`src/rtl/dstt_pkg.sv`:
```
package dstt_pkg;

    localparam int ENTRIES = 4;
    localparam int OUTPUTS = 8;

    localparam logic [15:0] MINUTES_IN_DAY = 16'd1440;

    localparam logic OP_TICK  = 1'b0;
    localparam logic OP_WRITE = 1'b1;

    localparam logic [1:0] ERR_OK    = 2'd0;
    localparam logic [1:0] ERR_INDEX = 2'd1;
    localparam logic [1:0] ERR_TIME  = 2'd2;

    localparam logic [7:0] OUTPUT_MASK = 8'((1 << OUTPUTS) - 1);

    typedef struct packed {
        logic        opcode;
        logic [10:0] minute_of_day;
        logic [7:0]  entry_index;
        logic [7:0]  entry_mask;
        logic [15:0] entry_time;
    } in_item_t;

    typedef struct packed {
        logic [1:0] error_code;
        logic [7:0] toggle_mask;
        logic [3:0] fired_entries;
        logic       day_rollover;
    } out_item_t;

    typedef struct packed {
        logic load;
    } dp_cmd_t;

    function automatic logic [10:0] reset_time(input int idx);
        logic [10:0] t;
        begin
            case (idx)
                0:       t = 11'h1a4;
                1:       t = 11'h1ab;
                2:       t = 11'h474;
                3:       t = 11'h47b;
                default: t = 11'h000;
            endcase
            return t;
        end
    endfunction

    function automatic logic [7:0] reset_mask(input int idx);
        logic [7:0] m;
        begin
            case (idx)
                0:       m = 8'd7;
                1:       m = 8'd2;
                2:       m = 8'd7;
                3:       m = 8'd2;
                default: m = 8'd0;
            endcase
            return m;
        end
    endfunction

endpackage

```
`src/rtl/daily_schedule_toggle_table_unit.sv`:
```
// A table of four daily schedule entries, each a minute of the day and an output toggle
// mask. A write transfer stores one entry and clears its fired flag, reporting a bad
// index or a time of 1440 or more as an error; a tick transfer carries the current
// minute, clears all fired flags when the minute goes backwards, and fires every unfired
// entry whose time matches. Every input transfer yields exactly one result transfer,
// registered and offered in the cycle after acceptance, and a new item is taken in
// every cycle while the result is not stalled, because all entries are compared in
// parallel and the result is held in an output register that frees as it is taken.
module daily_schedule_toggle_table_unit (
    input  logic                aclk,
    input  logic                aresetn,
    input  logic                s_valid,
    output logic                s_ready,
    input  dstt_pkg::in_item_t  s_data,
    output logic                m_valid,
    input  logic                m_ready,
    output dstt_pkg::out_item_t m_data
);
    import dstt_pkg::*;

    dp_cmd_t cmd;

    dstt_ctrl u_ctrl (
        .aclk    (aclk),
        .aresetn (aresetn),
        .s_valid (s_valid),
        .s_ready (s_ready),
        .m_valid (m_valid),
        .m_ready (m_ready),
        .cmd     (cmd)
    );

    dstt_datapath u_datapath (
        .aclk    (aclk),
        .aresetn (aresetn),
        .cmd     (cmd),
        .item    (s_data),
        .result  (m_data)
    );

endmodule

```
`src/rtl/dstt_ctrl.sv`:
```
module dstt_ctrl (
    input  logic            aclk,
    input  logic            aresetn,
    input  logic            s_valid,
    output logic            s_ready,
    output logic            m_valid,
    input  logic            m_ready,
    output dstt_pkg::dp_cmd_t cmd
);
    import dstt_pkg::*;

    localparam logic ST_EMPTY = 1'b0;
    localparam logic ST_FULL  = 1'b1;

    logic state_reg;
    logic state_next;
    logic accept;

    assign s_ready  = (state_reg == ST_EMPTY) || m_ready;
    assign accept   = s_valid && s_ready;
    assign m_valid  = (state_reg == ST_FULL);
    assign cmd.load = accept;

    always_comb begin
        state_next = state_reg;
        unique case (state_reg)
            ST_EMPTY: begin
                if (accept) begin
                    state_next = ST_FULL;
                end
            end
            ST_FULL: begin
                if (m_ready && !accept) begin
                    state_next = ST_EMPTY;
                end
            end
            default: state_next = ST_EMPTY;
        endcase
    end

    always_ff @(posedge aclk) begin
        if (!aresetn) begin
            state_reg <= ST_EMPTY;
        end else begin
            state_reg <= state_next;
        end
    end

endmodule

```
`src/rtl/dstt_datapath.sv`:
```
module dstt_datapath (
    input  logic                aclk,
    input  logic                aresetn,
    input  dstt_pkg::dp_cmd_t   cmd,
    input  dstt_pkg::in_item_t  item,
    output dstt_pkg::out_item_t result
);
    import dstt_pkg::*;

    logic [10:0]        time_reg [ENTRIES];
    logic [10:0]        time_next [ENTRIES];
    logic [7:0]         mask_reg [ENTRIES];
    logic [7:0]         mask_next [ENTRIES];
    logic [ENTRIES-1:0] done_reg;
    logic [ENTRIES-1:0] done_next;
    logic [10:0]        last_reg;
    logic [10:0]        last_next;
    out_item_t          result_reg;
    out_item_t          result_next;

    logic [ENTRIES-1:0] done_base;
    logic [3:0]         fired_wide;
    logic [7:0]         toggles;
    logic               rollover;
    logic               bad_index;
    logic               bad_time;

    always_comb begin
        for (int i = 0; i < ENTRIES; i++) begin
            time_next[i] = time_reg[i];
            mask_next[i] = mask_reg[i];
        end
        done_next   = done_reg;
        last_next   = last_reg;
        result_next = result_reg;
        fired_wide  = 4'd0;
        toggles     = 8'd0;
        rollover    = 1'b0;
        done_base   = done_reg;
        bad_index   = (item.entry_index >= 8'(ENTRIES));
        bad_time    = (item.entry_time >= MINUTES_IN_DAY);

        if (item.opcode == OP_WRITE) begin
            result_next.toggle_mask   = 8'd0;
            result_next.fired_entries = 4'd0;
            result_next.day_rollover  = 1'b0;
            if (bad_index) begin
                result_next.error_code = ERR_INDEX;
            end else if (bad_time) begin
                result_next.error_code = ERR_TIME;
            end else begin
                result_next.error_code = ERR_OK;
                for (int i = 0; i < ENTRIES; i++) begin
                    if (item.entry_index == 8'(i)) begin
                        time_next[i] = item.entry_time[10:0];
                        mask_next[i] = item.entry_mask;
                        done_next[i] = 1'b0;
                    end
                end
            end
        end else begin
            rollover = (item.minute_of_day < last_reg);
            if (rollover) begin
                done_base = '0;
            end
            done_next = done_base;
            for (int i = 0; i < ENTRIES; i++) begin
                if (!done_base[i] && (time_reg[i] == item.minute_of_day)) begin
                    toggles       = toggles ^ mask_reg[i];
                    fired_wide[i] = 1'b1;
                    done_next[i]  = 1'b1;
                end
            end
            last_next                 = item.minute_of_day;
            result_next.error_code    = ERR_OK;
            result_next.toggle_mask   = toggles & OUTPUT_MASK;
            result_next.fired_entries = fired_wide;
            result_next.day_rollover  = rollover;
        end
    end

    always_ff @(posedge aclk) begin
        if (!aresetn) begin
            for (int i = 0; i < ENTRIES; i++) begin
                time_reg[i] <= reset_time(i);
                mask_reg[i] <= reset_mask(i);
            end
            done_reg <= '0;
            last_reg <= 11'd0;
        end else if (cmd.load) begin
            for (int i = 0; i < ENTRIES; i++) begin
                time_reg[i] <= time_next[i];
                mask_reg[i] <= mask_next[i];
            end
            done_reg <= done_next;
            last_reg <= last_next;
        end
    end

    always_ff @(posedge aclk) begin
        if (cmd.load) begin
            result_reg <= result_next;
        end
    end

    assign result = result_reg;

endmodule

```
`config.mk`:
```
export PLATFORM = sky130hd
export DESIGN_NAME = daily_schedule_toggle_table_unit
export DESIGN_NICKNAME = d
export VERILOG_FILES = /design/src/rtl/dstt_pkg.sv /design/src/rtl/daily_schedule_toggle_table_unit.sv /design/src/rtl/dstt_ctrl.sv /design/src/rtl/dstt_datapath.sv
export SDC_FILE = /design/constraint.sdc
export NUM_CORES = 1
export LEC_CHECK = 0
export ABC_AREA = 1
export ABC_CLOCK_PERIOD_IN_PS = 3230
export BUFFER_PORTS_ARGS = -buffer_cell sky130_fd_sc_hd__buf_2
export CELL_PAD_IN_SITES_DETAIL_PLACEMENT = 0
export CELL_PAD_IN_SITES_GLOBAL_PLACEMENT = 2
export CORE_ASPECT_RATIO = 0.75
export CORE_UTILIZATION = 32
export DETAILED_ROUTE_END_ITERATION = 8
export PLACE_DENSITY_LB_ADDON = 0.1
export SLEW_MARGIN = 20
export SYNTH_ARGS = -nofsm -noshare
export SYNTH_HDL_FRONTEND = slang
export SYNTH_SLANG_ARGS = --single-unit
```
`constraint.sdc`:
```
create_clock -name aclk -period 3.23 [get_ports aclk]
set_input_delay 0.646 -clock aclk [delete_from_list [all_inputs] [get_ports aclk]]
set_output_delay 0.646 -clock aclk [all_outputs]
set_load 0.03 [all_outputs]
```
### After elaboration in Yosys (flattened, before gate mapping)

Memory sizes are Yosys's and may differ from the RTL's.
Cells that the tools add are included.

* magnitude comparators: 3
* equality and inequality tests: 13
* muxes and demuxes: 60
* bitwise gates (word level): 13
* reductions and logical operators: 19

Operator list (count)
* 8-bit two-way mux: 17
* 11-bit two-way mux: 12
* 44-bit two-way mux: 3
* 32-bit two-way mux: 3
* 11-bit equality test: 4
* 8-bit XOR: 3
* 4-bit two-way mux: 5
* 1-bit two-way mux: 18
* 8-bit by 2-bit equality test with 1-bit output (second input constant): 2
* 16-bit by 11-bit greater-or-equal comparator with 1-bit output (second input constant): 1
* 4-bit AND reduction: 4
* 11-bit < comparator: 1
* 8-bit by 1-bit equality test with 1-bit output (second input constant): 1
* 8-bit by 3-bit greater-or-equal comparator with 1-bit output (second input constant): 1
* 8-bit logical NOT: 1
* 2-bit by 1-bit inequality test with 1-bit output (second input constant): 4
* 1-bit OR: 8
* 1-bit logical AND: 6
* 1-bit logical NOT: 5
* 2-bit inequality test (second input constant): 2
* 2-bit two-way mux: 1
* 1-bit NOT: 2
* 1-bit case mux with 2 select lines: 1
* 2-bit AND reduction: 1
* other kinds (2): 2

* flip-flop bits (word level): 31
* bits in writable memories: 76
* input bits: 48
* word-level logic and storage cells: 121
* memories: 2

Memories
* u_datapath.time_reg: depth 4, width 11, read ports 4, clocked after Yosys merged registers in 0, write ports 4, line dstt_datapath.sv:10 `logic [10:0] time_reg [ENTRIES];`
* u_datapath.mask_reg: depth 4, width 8, read ports 4, clocked after Yosys merged registers in 0, write ports 4, line dstt_datapath.sv:12 `logic [7:0] mask_reg [ENTRIES];`

### Logic depth before layout (Yosys ltp)

Gate-level depths: netlist (run 1).

* word-level depth: 15
* gate-level depth with buffers: 16
* gate-level depth less buffers: 16

### Modules after synthesis

Synthesis (run 1) repeated with hierarchy kept, for this count alone.

* cell total of the unflattened synthesis: 635
* area total of the unflattened synthesis: 5672.9 um2

By module, submodules not included
* dstt_datapath: times used 1, cells each 628, area an instance 5621.6 um2
* dstt_ctrl: times used 1, cells each 7, area an instance 51.3 um2

### Least setup slack after synthesis (run 1)

No wires, ideal clock.

* kind: in2reg
* from: input m_ready
* to: memory u_datapath.mask_reg[3][0], enable pin
* library setup time: 0.421 ns
* arrival time: 3.042 ns
* data required time: 2.809 ns
* slack: -0.233 ns
* stages: 6
* cell sequence: inv_1 -> nand2_1 -> nand2_1 -> inv_1 -> nand3_1 -> o21ai_0

RTL lines
* from (decl): line daily_schedule_toggle_table_unit.sv:16 `input logic m_ready,`
* to (decl): line dstt_datapath.sv:12

### Final worst setup path (run 1)

* from: input s_data[42] (netlist bit)
* to: register u_datapath.result_reg (netlist bit u_datapath.result[10]) (data pin)

* cells in the longest elaborated chain, start to end: 15
* elaborated cells on any way between the ends: 25

RTL lines
* from (decl): line daily_schedule_toggle_table_unit.sv:14 `input dstt_pkg::in_item_t s_data,`
* 11-bit < comparator: line dstt_datapath.sv:62 `rollover = (item.minute_of_day < last_reg);`
* 4-bit two-way mux: line dstt_datapath.sv:63 `if (rollover) begin`
* 4-bit two-way mux: line dstt_datapath.sv:43 `if (item.opcode == OP_WRITE) begin`
* 1-bit logical NOT: line dstt_datapath.sv:68 `if (!done_base[i] && (time_reg[i] == item.minute_of_day)) begin`
* 1-bit logical AND: line dstt_datapath.sv:68
* 8-bit two-way mux: line dstt_datapath.sv:68
* 8-bit two-way mux: line dstt_datapath.sv:43
* 8-bit XOR: line dstt_datapath.sv:69 `toggles = toggles ^ mask_reg[i];`
* 8-bit two-way mux: line dstt_datapath.sv:68
* 8-bit two-way mux: line dstt_datapath.sv:43
* 8-bit XOR: line dstt_datapath.sv:69
* 8-bit two-way mux: line dstt_datapath.sv:68
* 8-bit two-way mux: line dstt_datapath.sv:43
* 8-bit XOR: line dstt_datapath.sv:69
* 8-bit two-way mux (*): line dstt_datapath.sv:68
* to (signal assigned): line dstt_datapath.sv:102 `result_reg <= result_next;`
* to (decl): line dstt_datapath.sv:18 `out_item_t result_reg;`

Every way passes the cells marked *; elsewhere a longest branch is shown, timed or not. The select of a mux whose other input is x is not followed.
A chain may end at the register's enable or synchronous reset.

==> impl_metrics.ini, run 1 <==
[run_status]
status = complete, no violations

[finish]
syn2layout_area_growth_pct = 16.4
drive_gt1_frac = 0.197
regArea_mm2 = 0.00305
final_area_mm2 = 0.00653
nFillCells = 1711
layout.nets = 768
multi_input_comb_area_mm2 = 0.00212
diodes = 0
largest_register_ffs = 44

[timing]
skew_ns = 0.00855
rsz0062_at_grt = no
setup_tns_ns = 0
maxSlewViolCount = 0
max_freq_ghz = 0.404
worst_pin_slew_ns = 0.534
setup-violations-final = 0
relSlewSlack = 0.640
fin_crit_sh = 0.767
min_period_ns = 2.48
hold_violations = 0

[route]
routedWlPerCell_um = 15.7
avgViaCountPerCell = 4.36
route.detailed.drc = 0
drtIter0Drc = 261
first_pass_iters = 5
wl_um = 15000
drtAntennaViolNets = 0
vias = 4142

[power_and_ir_drop]
leakagePower_nw = 2.90
powerDensity_mw_per_mm2 = 460
ir_drop_mv = 0.237

[global_routing]
grt_overflow = 0
antenna_found_initial = 0
grt_max_degree = 20
grt_pass1_vias = 3842
grt_first_pass_wirelength_um = 22800
track_usage = 0.177

[logic_synthesis]
yosysTopAreaCell = edfxtp_1
synth.cell_area_mm2 = 0.00562
ys_ff_latch = 107
synthTopCellsByCount = nand2_1 (169), inv_1 (102), edfxtp_1 (91), nor2_1 (78), nand3_1 (36)
synth_top_area_frac = 0.487
synth_area_leaders = edfxtp_1 (49%), nand2_1 (11%), inv_1 (6.8%), dfxtp_1 (5.7%), nor2_1 (5.2%)
ys.flop_type = edfxtp_1
syn_nets = 697
ys_warn_count = 0
yosys.cell_count.top_type = nand2_1
synth_cells = 639
yosysUniqueCellTypes = 33
synth_edf_count = 91
syn_avg_cell_area_um2 = 8.79
synth-seq-area-share = 0.544
synth_async_sr_flop_share = 0

[flow_run]
cap_violations = 0

[die]
die_w_um = 155
start_util = 0.331
io_pins = 65
coreArea_mm2 = 0.0170
rows = 41
die_h_um = 117
die_area_mm2 = 0.0181

[clock_network]
post-cts-setup-buffers = 0
clkTransAtPathRegs_ns = 0.07
cts_resized = 0
cts.sinks = 107
cts_buffers = 9
clock_path_buffers = 2
hold_buffers = 0
cts-root-buf = clkbuf_16
cts_tree = yes
clk_latency_ns = 0.36
h-tree-depth = 3

[placement]
dp_hpwl_um = 10700
post_dp_cell_area_mm2 = 0.00625
place_congestion = 0.795
port_buffers = 64

[worst_hold_path]
hp-start = u_datapath.last_reg[7]$_SDFFE_PN0P_
holdCritPathClass = reg2reg
worstHoldEndpoint = u_datapath.last_reg[7]$_SDFFE_PN0P_
hold_depth = 2

[setup_path]
timing.critical_path.mode_cell = nand2_1
slowest_stage = ha_1
crit_required_ns = 3.35
r2r_slack_ns = 0.85
crit_fanout = 10
crit_arrival_ns = 2.59
reg2reg_depth = 13
crit_path_end_kind = flop
slowest_delay_ns = 0.31
timing.rr.start = u_datapath.last_reg[10]$_SDFFE_PN0P_
r2r_end = u_datapath.result[10]$_SDFFCE_PP0P_
critPathLaunchType = primary input
path_class = in2reg
worstPathCellList = buf_2 -> ha_1 -> a21o_1 -> nor2_1 -> nand3_4 -> nand2_4 -> nand2_2 -> nor2_1 -> nand2_1 -> nand2_1 -> nand2_1 -> nand2_1 -> nor2_2
## layer usage
layer  GRT usage  up-vias  wire, um
met5           0        -         0
met4      0.0554        0       212
li1            -     2156         -
met1       0.272     1864      8200
met3      0.0386       13       829
met2       0.243      109      5720
## where the power goes
part / switching (W) / internal, W
clock: 0.000535 / 0.000537
sequential: 0.0000321 / 0.00157
combinational: 0.000224 / 0.000105
## layout by cell type, fill, tap and decap left out, drive strengths merged, types with 8 or more instances in the layout
cell type and instances:
nand2 178, inv 110, nor2 106, edfxtp 91
buf 72, nand3 38, o21ai 23, a21oi 20
xor2 16, dfxtp 16, ha 10, clkbuf 9
xnor2 8
## worst max-delay path by stage
stage,slack (ns),to,from,cells past startpoint
detailed placement,0.37,u_datapath.result[10]$_SDFFCE_PP0P_,s_data[42],13
global route,0.61,u_datapath.result[10]$_SDFFCE_PP0P_,s_data[38],16
floorplan,-0.04,u_datapath.mask_reg[0][0]$_DFFE_PP_,m_ready,6
global placement,0.34,u_datapath.result[10]$_SDFFCE_PP0P_,s_data[40],15
finish,0.75,u_datapath.result[10]$_SDFFCE_PP0P_,s_data[42],13
CTS,0.73,u_datapath.result[10]$_SDFFCE_PP0P_,s_data[40],15
## metrics by stage
step	total power [W]	instances	util	setup slack, ns	hold slack (ns)
global route	0.00314	951	0.385	0.607	0.501
detailed placement	0.00197	935	0.368	0.374	0.463
floorplan	0.00184	639	-	-0.0409	0.433
finish	0.00301	951	0.385	0.752	0.466
CTS	0.00304	951	0.385	0.731	0.475
global placement	0.00197	935	0.368	0.344	0.454
## cells by family after synthesis
kind of cell	Yosys count	share of synthesized area
adder cells (fa/ha/maj)	10	0.0223
XOR/XNOR	24	0.0374
AND/OR/NAND/NOR	334	0.273
flip-flops	107	0.544
buffers and inverters	119	0.0818
AO/OA/AOI/OAI	45	0.0417
## final cells by class
cell class	count	share of cell area
clock inverters	7	0.00919
clock buffers	9	0.0345
inverters	107	0.0615
multi-input cells	413	0.324
well taps	236	0.0452
repair buffers	72	0.0582
flip-flops and latches	107	0.467
## critical path, delay by kind of cell
family                   cells  cell delay [ns]
AO/OA/AOI/OAI                1             0.18
buffers and inverters        1             0.15
AND/OR/NAND/NOR             10             1.30
adder cells (fa/ha/maj)      1             0.31
(Power assumes the default switching activity.)
==> inputs of run 2 (changes only) <==
--- a/config.mk
+++ b/config.mk
@@ -5,13 +5,13 @@
 export SDC_FILE = /design/constraint.sdc
 export NUM_CORES = 1
 export LEC_CHECK = 0
-export ABC_AREA = 1
-export ABC_CLOCK_PERIOD_IN_PS = 3230
+export ABC_AREA = 0
+export ABC_CLOCK_PERIOD_IN_PS = 2250
 export BUFFER_PORTS_ARGS = -buffer_cell sky130_fd_sc_hd__buf_2
 export CELL_PAD_IN_SITES_DETAIL_PLACEMENT = 0
 export CELL_PAD_IN_SITES_GLOBAL_PLACEMENT = 2
 export CORE_ASPECT_RATIO = 0.75
-export CORE_UTILIZATION = 32
+export CORE_UTILIZATION = 35
 export DETAILED_ROUTE_END_ITERATION = 8
 export PLACE_DENSITY_LB_ADDON = 0.1
 export SLEW_MARGIN = 20
==> constraint.sdc (replaced) <==
create_clock -name aclk -period 2.25 [get_ports aclk]
set_input_delay 0.45 -clock aclk [delete_from_list [all_inputs] [get_ports aclk]]
set_output_delay 0.45 -clock aclk [all_outputs]
set_load 0.03 [all_outputs]
==> run 2 against run 1 <==
Compared with the run above: global-route usage rose by 0.086 points; wire length down 17%; highest routed layer unchanged; the run now ends with negative setup slack left; first-iteration DRC count down 36%.
==> impl_metrics.ini, run 2 <==
[timing]
relSlewSlack = 0.680
setup_tns_ns = -0.182
maxSlewViolCount = 0
setup-violations-final = 7
max_freq_ghz = 0.435
hold_violations = 0
rsz0062_at_grt = yes
setup_ws_ns = -0.0465
worst_pin_slew_ns = 0.479
skew_ns = 0.00642
fin_crit_sh = 1.02
min_period_ns = 2.30

[finish]
nFillCells = 1294
fin_util = 0.476
diodes = 0
drive_gt1_frac = 0.352
layout.nets = 564
largest_register_ffs = 44
syn2layout_area_growth_pct = 29.9
layout_commonest_cell = edfxtp_1
mostFrequentLayoutCells = edfxtp_1 (91), buf_2 (64), xnor2_1 (45)
regArea_mm2 = 0.00306
multi_input_comb_area_mm2 = 0.00220
final_area_mm2 = 0.00668
finalNonFillerCells = 706

[die]
die_area_mm2 = 0.0152
io_pins = 65
rows = 37
start_util = 0.367
die_w_um = 142
coreArea_mm2 = 0.0140
die_h_um = 107

[logic_synthesis]
synth_fa_ha_area_frac = 0.0243
synth_top_family_by_area = simple AND/OR/NAND/NOR gates
synth_cells = 406
ys.flop_type = edfxtp_1
synth-seq-area-share = 0.593
syn_avg_cell_area_um2 = 12.7
synthTopCellsByCount = edfxtp_1 (91), nand2_1 (48), xnor2_1 (47), and2_1 (25)
synth.cell_area_mm2 = 0.00514
yosys.cell_count.top_type = edfxtp_1
syn_nets = 464
muxShareOfSynthArea = 0
ys_warn_count = 0
ys_ff_latch = 107
synth_top_area_frac = 0.531
synth_area_leaders = edfxtp_1 (53%), xnor2_1 (8.0%), dfxtp_1 (6.2%), nand2_1 (3.5%), xnor3_1 (3.5%)
synth-simple-area-share = 0.132
synth_compound_area_frac = 0.0941
yosysUniqueCellTypes = 39
synth_edf_count = 91
synthXorXnorAreaFrac = 0.124
yosysTopAreaCell = edfxtp_1
synth_async_sr_flop_share = 0

[flow_run]
cap_violations = 0

[clock_network]
h-tree-depth = 3
cts_buffers = 9
cts-root-buf = clkbuf_16
clock_path_buffers = 2
cts_tree = yes
clk_latency_ns = 0.36
cts.sinks = 107
clkTransAtPathRegs_ns = 0.07

[setup_path]
timing.rr.start = u_datapath.last_reg[6]$_SDFFE_PN0P_
crit_path_end_kind = flop
path_buf_inv = 2
crit_fanout = 12
r2r_slack_ns = -0.05
r2r_end = u_datapath.result[5]$_SDFFCE_PP0P_
worstPathCellList = inv_2 -> ha_4 -> a21oi_4 -> o221ai_4 -> a211oi_4 -> buf_12 -> o211ai_1 -> xor2_1 -> xnor3_1 -> nor2_1
crit_required_ns = 2.36
path_class = reg2reg
slowest_stage = a211oi_4
crit_family = compound AO/OA/AOI/OAI gates
reg2reg_depth = 10
crit_arrival_ns = 2.41
slowest_delay_ns = 0.37
critPathLaunchType = flop

[worst_hold_path]
hp-start = s_valid
hold_depth = 3
worstHoldEndpoint = u_ctrl.m_valid$_SDFF_PN0_
holdCritPathClass = in2reg

[route]
drtIter0Drc = 167
vias = 3310
drtAntennaViolNets = 0
routedWlPerCell_um = 17.6
route.detailed.drc = 0
first_pass_iters = 4
wl_um = 12400
avgViaCountPerCell = 4.69

[placement]
place_congestion = 0.791
port_buffers = 64
dp_hpwl_um = 9360
dpl.cell_count = 689
post_dp_cell_area_mm2 = 0.00629

[power_and_ir_drop]
finalPower_w = 0.00460
powerDensity_mw_per_mm2 = 688
leakagePower_nw = 2.44
ir_drop_mv = 0.352

[run_status]
status = finished, violations left
violations = negative setup slack

[global_routing]
grt_overflow = 0
track_usage = 0.178
grt_first_pass_wirelength_um = 19300
grt_max_degree = 37
antenna_found_initial = 0
grt_pass1_vias = 3313
## run 2: cell types whose count changed after synthesis, sizes merged, moves of 15 or more
cell	delta
xnor2	+39
o21ai	-17
nor2	-90
nand2b	+17
a21oi	-15
inv	-91
a21boi	+19
and2	+25
nand2	-130
nand3	-32
## run 2: logic make-up (layout without fill, tap and decap cells)
logic type / after synthesis / in the layout
simple gates: 131 / 131
flops: 107 / 107
xor+xnor: 60 / 60
compound gates: 60 / 60
fa+ha+maj: 10 / 10
buf+inv: 38 / 143
## run 2: cell type report
cell class / instances / area share
Inverter: 17 / 0.0101
Multi-Input combinational cell: 261 / 0.329
Timing Repair Buffer: 110 / 0.118
Sequential cell: 107 / 0.458
Tap cell: 195 / 0.0365
Clock buffer: 10 / 0.0343
Clock inverter: 6 / 0.0144
## run 2: layer usage
metal / share of wire / up-vias / global-route usage / routed length, um
met2: 0.41 / 73 / 0.252 / 5090
met1: 0.54 / 1591 / 0.269 / 6660
met4: 0.012 / 0 / 0.0507 / 148
met3: 0.040 / 12 / 0.0389 / 493
met5: 0 / - / 0 / 0
li1: - / 1634 / - / -
## run 2: tightest hold or removal path: cells and delay by family
kind / cells / cell delay (ns)
AOI/OAI and AO/OA: 1 / 0.06
buffers and inverters: 2 / 0.16
## run 2: where the power goes
group	internal [W]	total (W)	switching, W
combinational	0.000251	0.000567	0.000316
sequential	0.00225	0.00229	0.0000388
clock	0.000992	0.00174	0.000747
## run 2: worst max-delay path by stage
stage,from,endpoint,depth (start not counted)
floorplan,s_data[38],u_datapath.result[12]$_SDFFCE_PP0P_,9
global placement,s_data[38],u_datapath.result[12]$_SDFFCE_PP0P_,10
detailed placement,s_data[40],u_datapath.result[7]$_SDFFCE_PP0P_,9
CTS,u_datapath.last_reg[8]$_SDFFE_PN0P_,u_datapath.result[11]$_SDFFCE_PP0P_,11
global route,u_datapath.last_reg[10]$_SDFFE_PN0P_,u_datapath.result[5]$_SDFFCE_PP0P_,10
finish,u_datapath.last_reg[6]$_SDFFE_PN0P_,u_datapath.result[5]$_SDFFCE_PP0P_,10
## run 2: stage by stage
stage | setup WS (ns) | hold WS [ns]
floorplan | -0.000479 | 0.439
detailed placement | -0.375 | 0.457
global route | -0.162 | 0.379
CTS | -0.0749 | 0.355
finish | -0.0465 | 0.373
global placement | -0.332 | 0.446
## run 2: timing repair
item	4_1_cts	5_1_grt
buffers inserted	2	1
resized for setup	14	7
hold buffers	0	0
pin swaps	10	14
setup endpoints to repair	8	8
